### src/rtl/core/twsm_pkg.sv
`timescale 1ns / 1ps
`default_nettype none
// ----------------------------------------------------------------------------
// twsm_pkg
// Shared types and constants of the tilt window stability monitor.
// ----------------------------------------------------------------------------
package twsm_pkg;

    localparam int unsigned WINDOW_DEPTH_DEF = 256;
    localparam int unsigned ONE_G_MG         = 1000;

    localparam logic OP_PUSH  = 1'b0;
    localparam logic OP_CLEAR = 1'b1;

    // Register index (byte address / 4)
    typedef enum logic [2:0] {
        REG_WINDOW_LEN   = 3'd0,
        REG_OMEGA_LIMIT  = 3'd1,
        REG_SHOCK_LIMIT  = 3'd2,
        REG_MOTION_MAX   = 3'd3,
        REG_SHOCK_MAX    = 3'd4,
        REG_SPREAD_MAX   = 3'd5,
        REG_MEAN_TOL     = 3'd6
    } t_reg_idx;

    typedef struct packed {
        logic [8:0]  window_len;
        logic [14:0] omega_limit;
        logic [13:0] shock_limit;
        logic [8:0]  motion_max;
        logic [8:0]  shock_max;
        logic [15:0] spread_max;
        logic [13:0] mean_tol;
    } t_cfg;

    // Classified command handed from the front to the back
    typedef struct packed {
        logic               op;
        logic signed [15:0] roll;
        logic signed [15:0] pitch;
        logic [13:0]        accel;
        logic               gyro_mark;
        logic               shock_mark;
        logic               integrity_ok;
        logic               fault_active;
        logic               hold_active;
    } t_cmd;

endpackage
`default_nettype wire

### src/rtl/core/twsm_cmd_fifo.sv
`timescale 1ns / 1ps
`default_nettype none
// ----------------------------------------------------------------------------
// twsm_cmd_fifo
// Two-entry command queue between front and back.
// ----------------------------------------------------------------------------
module twsm_cmd_fifo (
    input  wire logic           i_clk,
    input  wire logic           i_rst_n,
    input  wire logic           i_push,
    input  wire twsm_pkg::t_cmd i_data,
    output logic                o_full,
    output logic                o_valid,
    output twsm_pkg::t_cmd      o_data,
    input  wire logic           i_pop
);
    import twsm_pkg::*;

    t_cmd       r_mem [2];
    logic       r_wp;
    logic       r_rp;
    logic [1:0] r_cnt;

    assign o_full  = (r_cnt == 2'd2);
    assign o_valid = (r_cnt != 2'd0);
    assign o_data  = r_mem[r_rp];

    always_ff @(posedge i_clk) begin
        if (!i_rst_n) begin
            r_wp  <= 1'b0;
            r_rp  <= 1'b0;
            r_cnt <= 2'd0;
        end else begin
            if (i_push) r_wp <= ~r_wp;
            if (i_pop)  r_rp <= ~r_rp;
            r_cnt <= r_cnt + {1'b0, i_push} - {1'b0, i_pop};
        end
    end

    always_ff @(posedge i_clk) begin
        if (i_push) r_mem[r_wp] <= i_data;
    end

endmodule
`default_nettype wire

### src/rtl/core/twsm_front.sv
`timescale 1ns / 1ps
`default_nettype none
// ----------------------------------------------------------------------------
// twsm_front
// Accept items, mark gyro and shock spikes, queue commands for the back.
// ----------------------------------------------------------------------------
module twsm_front (
    input  wire logic           i_clk,
    input  wire logic           i_rst_n,
    input  wire twsm_pkg::t_cfg i_cfg,
    input  wire logic           i_valid,
    output logic                o_ready,
    input  wire logic [63:0]    i_data,
    input  wire logic           i_user,
    input  wire logic           i_init_busy,
    output logic                o_cmd_valid,
    output twsm_pkg::t_cmd      o_cmd,
    input  wire logic           i_cmd_pop
);
    import twsm_pkg::*;

    t_cmd        cmd;
    logic        full;
    logic [13:0] dev;

    always_comb begin
        cmd.op           = i_user;
        cmd.roll         = signed'(i_data[15:0]);
        cmd.pitch        = signed'(i_data[31:16]);
        cmd.accel        = i_data[60:47];
        cmd.integrity_ok = i_data[61];
        cmd.fault_active = i_data[62];
        cmd.hold_active  = i_data[63];
        cmd.gyro_mark    = (i_data[46:32] > i_cfg.omega_limit);
        // Deviation from 1 g in milli-g
        dev = (cmd.accel >= 14'(ONE_G_MG)) ? cmd.accel - 14'(ONE_G_MG)
                                            : 14'(ONE_G_MG) - cmd.accel;
        cmd.shock_mark   = (dev > i_cfg.shock_limit);
    end

    assign o_ready = !full && !i_init_busy;

    twsm_cmd_fifo u_fifo (
        .i_clk   (i_clk),
        .i_rst_n (i_rst_n),
        .i_push  (i_valid && o_ready),
        .i_data  (cmd),
        .o_full  (full),
        .o_valid (o_cmd_valid),
        .o_data  (o_cmd),
        .i_pop   (i_cmd_pop)
    );

endmodule
`default_nettype wire

### config.mk
export PLATFORM = sky130hd
export DESIGN_NAME = twsm_front
export DESIGN_NICKNAME = d
export VERILOG_FILES = /design/src/rtl/core/twsm_pkg.sv /design/src/rtl/core/twsm_cmd_fifo.sv /design/src/rtl/core/twsm_front.sv
export SDC_FILE = /design/constraint.sdc
export NUM_CORES = 1
export LEC_CHECK = 0
export BUFFER_PORTS_ARGS = -buffer_cell sky130_fd_sc_hd__clkbuf_2
export CAP_MARGIN = 30
export CORE_MARGIN = 5
export CORE_UTILIZATION = 42
export DETAILED_ROUTE_END_ITERATION = 12
export PLACE_DENSITY_LB_ADDON = 0.25
export SYNTH_ARGS = -nofsm -noshare
export SYNTH_HDL_FRONTEND = slang
export SYNTH_SLANG_ARGS = --single-unit
export TNS_END_PERCENT = 10
### constraint.sdc
create_clock -name i_clk -period 4.3 [get_ports i_clk]
set_clock_uncertainty 0.15 [all_clocks]
set_input_delay 0.215 -clock i_clk [delete_from_list [all_inputs] [get_ports i_clk]]
set_output_delay 0.215 -clock i_clk [all_outputs]
set_load 0.005 [all_outputs]
==> results of run 1 <==
path summary, 6_finish.rpt:
| check | start | end | slack [ns] | cells after the start |
|---|---|---|---|---|
| min reg2reg | u_fifo.r_rp | flip-flop | 0.44 | 2 |
| min | i_data[55] | u_fifo.r_mem[1][13] | 0.02 | 1 |
| max | i_data[54] | u_fifo.r_mem[0][3] | 1.12 | 12 |
| max reg2reg | u_fifo.r_cnt[0] | u_fifo.r_mem[0][37] | 1.97 | 5 |
routing by layer:
metal	part of all wire [%]	wire length, um	vias up	GRT usage [%]
met1	42	4380	1565	17.0
li1	-	-	1696	-
met4	0.73	75	0	4.18
met2	51	5300	98	25.8
met5	0	0	-	0
met3	5.6	577	6	3.79
state kept, by name, indices dropped and copies added, names as in the netlist, named ones only:
| register | count |
|---|---|
| u_fifo.r_wp | 1 |
| u_fifo.r_rp | 1 |
| u_fifo.r_mem | 104 |
| u_fifo.r_cnt | 2 |
metrics by stage:
stage	cells	cell area, um2	util [%]	worst slack, ns
after floorplan	346	5110	-	0.772
after global placement	641	6050	50.6	1.29
after detailed placement	641	6050	50.6	1.23
after CTS	701	6820	57.0	1.14
after global routing	701	6820	57.0	0.869
final	701	6820	57.0	1.12
report_power, final:
part | switching, W | internal (W)
combinational | 0.000191 | 0.000212
clock | 0.000354 | 0.000513
sequential | 0.0000233 | 0.00124
total | 0.000568 | 0.00196
cells in the mapped netlist (2+ instances only):
| library cell | count | area share, % |
|---|---|---|
| inv_1 | 34 | 2.5 |
| mux2i_1 | 2 | 0.39 |
| nor2b_1 | 2 | 0.24 |
| xor2_1 | 4 | 0.69 |
| or3_1 | 2 | 0.24 |
| o31ai_1 | 2 | 0.29 |
| and3_1 | 3 | 0.37 |
| o21ai_0 | 12 | 1.2 |
| nand3_1 | 4 | 0.39 |
| nand4_1 | 4 | 0.49 |
| edfxtp_1 | 104 | 61 |
| dfxtp_1 | 5 | 2.0 |
| and2_1 | 5 | 0.61 |
| nand2_1 | 13 | 0.95 |
| ha_1 | 35 | 8.6 |
| xnor2_1 | 8 | 1.4 |
| a21oi_1 | 12 | 1.2 |
| nor3_1 | 4 | 0.39 |
| nor2_1 | 9 | 0.66 |
| clkbuf_1 | 6 | 0.44 |
| mux2_2 | 52 | 11 |
repair_timing:
action / CTS / global route
hold buffers: 44 / 0
setup endpoints to repair: 0 / 0
endpoints found under the hold margin: 91 / 0
critical path: stages:
cell and delay (ns):
dlygate4sd3_1 0.53, clkbuf_2 0.16, nand3_2 0.11, o31ai_4 0.49, inv_2 0.13, o32ai_2 0.28
xor2_1 0.21, ha_1 0.27, a21oi_1 0.17, o21ai_0 0.17, nor3_1 0.21, a31oi_1 0.14
layout make-up:
cell class	instances	area share, %
Timing Repair Buffer	199	17.9
Clock inverter	7	1.45
Inverter	35	1.93
Multi-Input combinational cell	195	25.4
Tap cell	147	2.70
Clock buffer	9	3.30
Sequential cell	109	47.3
logic make-up (layout without fill, tap and decap cells):
kind of cell / after synthesis / after routing / synth area share, %
flops: 109 / 109 / 63.1
fa+ha+maj: 35 / 35 / 8.57
compound gates: 39 / 39 / 5.12
simple gates: 55 / 55 / 6.12
xor+xnor: 12 / 12 / 2.06
mux: 54 / 54 / 11.8
buf+inv: 42 / 250 / 3.23
==> metrics, run 1 <==
Critical Path Start Type=input port; wire length per cell after detailed routing=14.7 um; clk buf depth=2; initial antenna violation count=0; endpoint type of the worst setup path=flip-flop; Cell variety after synth=45; period utilisation layout=74.0%; maximum capacitance violations=0; floorplan die area=0.0145 mm2; post-synthesis area per instance=14.8 um2; Post-synth EDFFs=104; core outline area=0.0120 mm2; Finish-stage setup viols=0; detailed-route DRC error count=0; data arrival at the endpoint of the critical path=3.10 ns; maximum operating frequency=314 MHz; Remaining Overflow, GRT=0; maximum vdd drop=156 uV; First DRT Iteration DRCs=132; Num CTS Buffers=9; Mapped Area=0.00511 mm2; hold slack=0.0166 ns; global routing usage summed across all routing layers=14.4%; initial cell density of the core=42.7%; Synth Flop Type=edfxtp_1; number of synthesized register bits=109; Post-Syn Instances=346; number of search-and-repair iterations in the first detailed-routing pass=5; Total Power Consumption=0.00253 W; P per Cell Area=371 mW/mm2; number of H-tree levels=3; Crit Path Max Fanout=12; time the worst path needs with I/O delays and setup=3.18 ns; sequential element share of the synthesized area=63.1%; Mapped Nets=537; wirelength, routed=10.3 mm; unrepaired setup endpoints after global routing=false; slew at the pin closest to its max-slew limit=0.618 ns; cell row count=40; maximum number of pins on one net before global-route repair=34; Fillers=970; Chip Height=120 um; Slew Limit Headroom=58.7%; final weighted congestion of routability-driven global placement=0.779; path type of the worst setup path=in2reg; via count of the first global-routing pass=3624; ANT nets after route=0; number of warning messages in the yosys log=0; WP data required=4.21 ns; area growth from synthesis to layout=33.4%; TritonCTS clock tree=built; sequential cell area in the final layout=0.00322 mm2; outcome=complete, no violations; most frequent cells in the layout=clkbuf_2 (152), edfxtp_1 (104), mux2_2 (52); DIE WIDTH=120 um; number of input and output port buffers inserted=152; Antenna Cells=0; multi-input gate area in the final layout=0.00173 mm2; global-route wire length before repair=16.6 mm; ratio of cells with drive above 1 in the final layout=42.1%; HPWL after detailed placement=7.50 mm; clock root buffer=clkbuf_16; I/O pins=210; clock insertion delay at the later pin of the skew report=0.33 ns; Final Hold Violating Endpoints=0; final net count=740; worst min path class=in2reg; CTS sink cnt=109; share of synthesized registers carrying an async set or reset=0%; routed via count=3365; average vias per placed instance=4.80; leakage component of the power=2.88 nW; most common library cell in the layout ignoring fill and taps=clkbuf_2; final max-slew violation count=0; total negative setup slack=0 ns; number of cells upsized or downsized after cts=0; Post-CTS Setup Repair Bufs=0; Reg clk slew, reported paths=0.07 ns
(Power assumes the default switching activity.)
==> inputs of run 2 (changes only) <==
Clock period 4.3 ns to 2.6 ns, I/O delays scaled along.
==> run 2 against run 1 <==
- global-route usage rose by 0.59 points
- combinational power rose by 80%
- final cell count rose by 4.9%
- sequential power rose by 64%
- first-iteration DRC count rose by 28%
- clock power rose by 51%
- largest cell class unchanged
- largest power group unchanged
- highest routed layer unchanged
==> metrics, run 2 (same netlist as run 1, synthesis figures left out) <==
outcome=complete, no violations; maximum capacitance violations=0; most frequent cells in the layout=clkbuf_2 (152), edfxtp_1 (104), mux2_2 (52); Fillers=945; initial cell density of the core=42.7%; maximum operating frequency=405 MHz; time the worst path needs with I/O delays and setup=2.47 ns; Crit Reg-Reg Endpoint=u_fifo.r_cnt[1]; final net count=774; initial antenna violation count=0; Worst Slack Setup Final=0.129 ns; Post-CTS Setup Repair Bufs=0; register ranked first by flip-flop count=u_fifo.r_mem; wirelength, routed=10.7 mm; worst min path class=in2reg; path type of the worst setup path=in2reg; global routing usage summed across all routing layers=15.0%; cell row count=40; endpoint type of the worst setup path=flip-flop; WP data required=2.51 ns; Chip Height=120 um; leakage component of the power=3.03 nW; period utilisation layout=95.0%; post-layout utilization of the core=59.2%; Reg clk slew, reported paths=0.07 ns; Critical Path Start=i_data[51]; unrepaired setup endpoints after global routing=false; First DRT Iteration DRCs=169; average vias per placed instance=4.83; global-route wire length before repair=17.3 mm; reg2reg start=u_fifo.r_cnt[0]; Total Power Consumption=0.00411 W; Finish-stage setup viols=0; maximum number of pins on one net before global-route repair=34; DIE WIDTH=120 um; floorplan die area=0.0145 mm2; I/O pins=210; registers with the highest flip-flop counts=u_fifo.r_mem (104), u_fifo.r_cnt (2); number of H-tree levels=3; clock insertion delay at the later pin of the skew report=0.33 ns; ANT nets after route=0; Num CTS Buffers=9; final max-slew violation count=0; Critical Path Start Type=input port; Antenna Cells=0; slew at the pin closest to its max-slew limit=0.445 ns; P per Cell Area=580 mW/mm2; Slew Limit Headroom=70.3%; worst setup slack for register-to-register paths=0.63 ns; ratio of cells with drive above 1 in the final layout=45.1%; via count of the first global-routing pass=3759; most common library cell in the layout ignoring fill and taps=clkbuf_2; Setup WS pre-CTS=-0.237 ns; final weighted congestion of routability-driven global placement=0.790; Final Hold Violating Endpoints=0; wire length per cell after detailed routing=14.5 um; number of search-and-repair iterations in the first detailed-routing pass=5; Crit Path Max Fanout=5; worst setup path end=u_fifo.r_mem[1][3]; count of cells along the worst register-to-register path=9; area growth from synthesis to layout=38.6%; HPWL after detailed placement=7.74 mm; CTS sink cnt=109; max reg flops=104; clk buf depth=2; data arrival at the endpoint of the critical path=2.38 ns; clock root buffer=clkbuf_16; Remaining Overflow, GRT=0; maximum vdd drop=287 uV; detailed-route DRC error count=0; number of instances on the worst hold path=3; routed via count=3552; core outline area=0.0120 mm2; TritonCTS clock tree=built; number of input and output port buffers inserted=152
==> run 2: worst max-delay path, stage by stage <==
cell	delay, ns
clkbuf_2	0.10
dlygate4sd3_1	0.56
buf_4	0.14
a21oi_4	0.04
o31ai_1	0.30
xnor2_1	0.11
ha_1	0.30
nand4_1	0.11
or3_1	0.37
mux2i_1	0.13
a31oi_1	0.08
==> run 2: metal layers <==
metal,vias to the layer above,track usage (%),share of wire [%]
li1,1765,-,-
met2,108,27.4,52
met5,-,0,0
met4,0,5.59,1.6
met1,1667,17.0,40
met3,12,3.46,6.2
==> run 2: through the flow <==
step           instance area [um2]  setup TNS, ns  cells  hold slack [ns]
6_report                      7080              0    735          0.00930
2_1_floorplan                 5120              0    346           0.0789
4_1_cts                       7060              0    735          0.00228
5_1_grt                       7080              0    735           0.0176
3_3_place_gp                  6290         -0.219    671            0.170
3_5_place_dp                  6290         -0.474    671            0.174
==> run 2: report_power, final <==
group,total (W),leakage (nW),switching (W),internal (W)
combinational,0.000726,1.90,0.000336,0.000390
clock,0.00131,0.141,0.000561,0.000748
sequential,0.00207,0.994,0.0000281,0.00204
total,0.00411,3.03,0.000925,0.00318
==> run 2: worst min path at each step <==
stage / startpoint / endpoint
floorplan: i_data[63] / u_fifo.r_mem[0][0]
global placement: i_data[15] / u_fifo.r_mem[1][50]
detailed placement: i_data[22] / u_fifo.r_mem[0][25]
CTS: i_cmd_pop / flip-flop
global route: i_cmd_pop / flip-flop
finish: i_cmd_pop / flip-flop
==> run 2: final cells by class <==
cell class | count | area [um2] | share of cell area (%)
sequential | 109 | 3220 | 45.5
multi-input combinational | 195 | 1760 | 24.8
inverter | 35 | 131 | 1.85
clock buffer | 12 | 236 | 3.34
tap | 147 | 184 | 2.60
clock inverter | 4 | 48.8 | 0.689
timing repair buffer | 233 | 1500 | 21.2
==> run 2: repair_timing <==
item,in CTS,in global routing
hold buffers,48,0
endpoints found under the setup margin,0,2
endpoints found under the hold margin,99,0
gates resized for setup,0,8
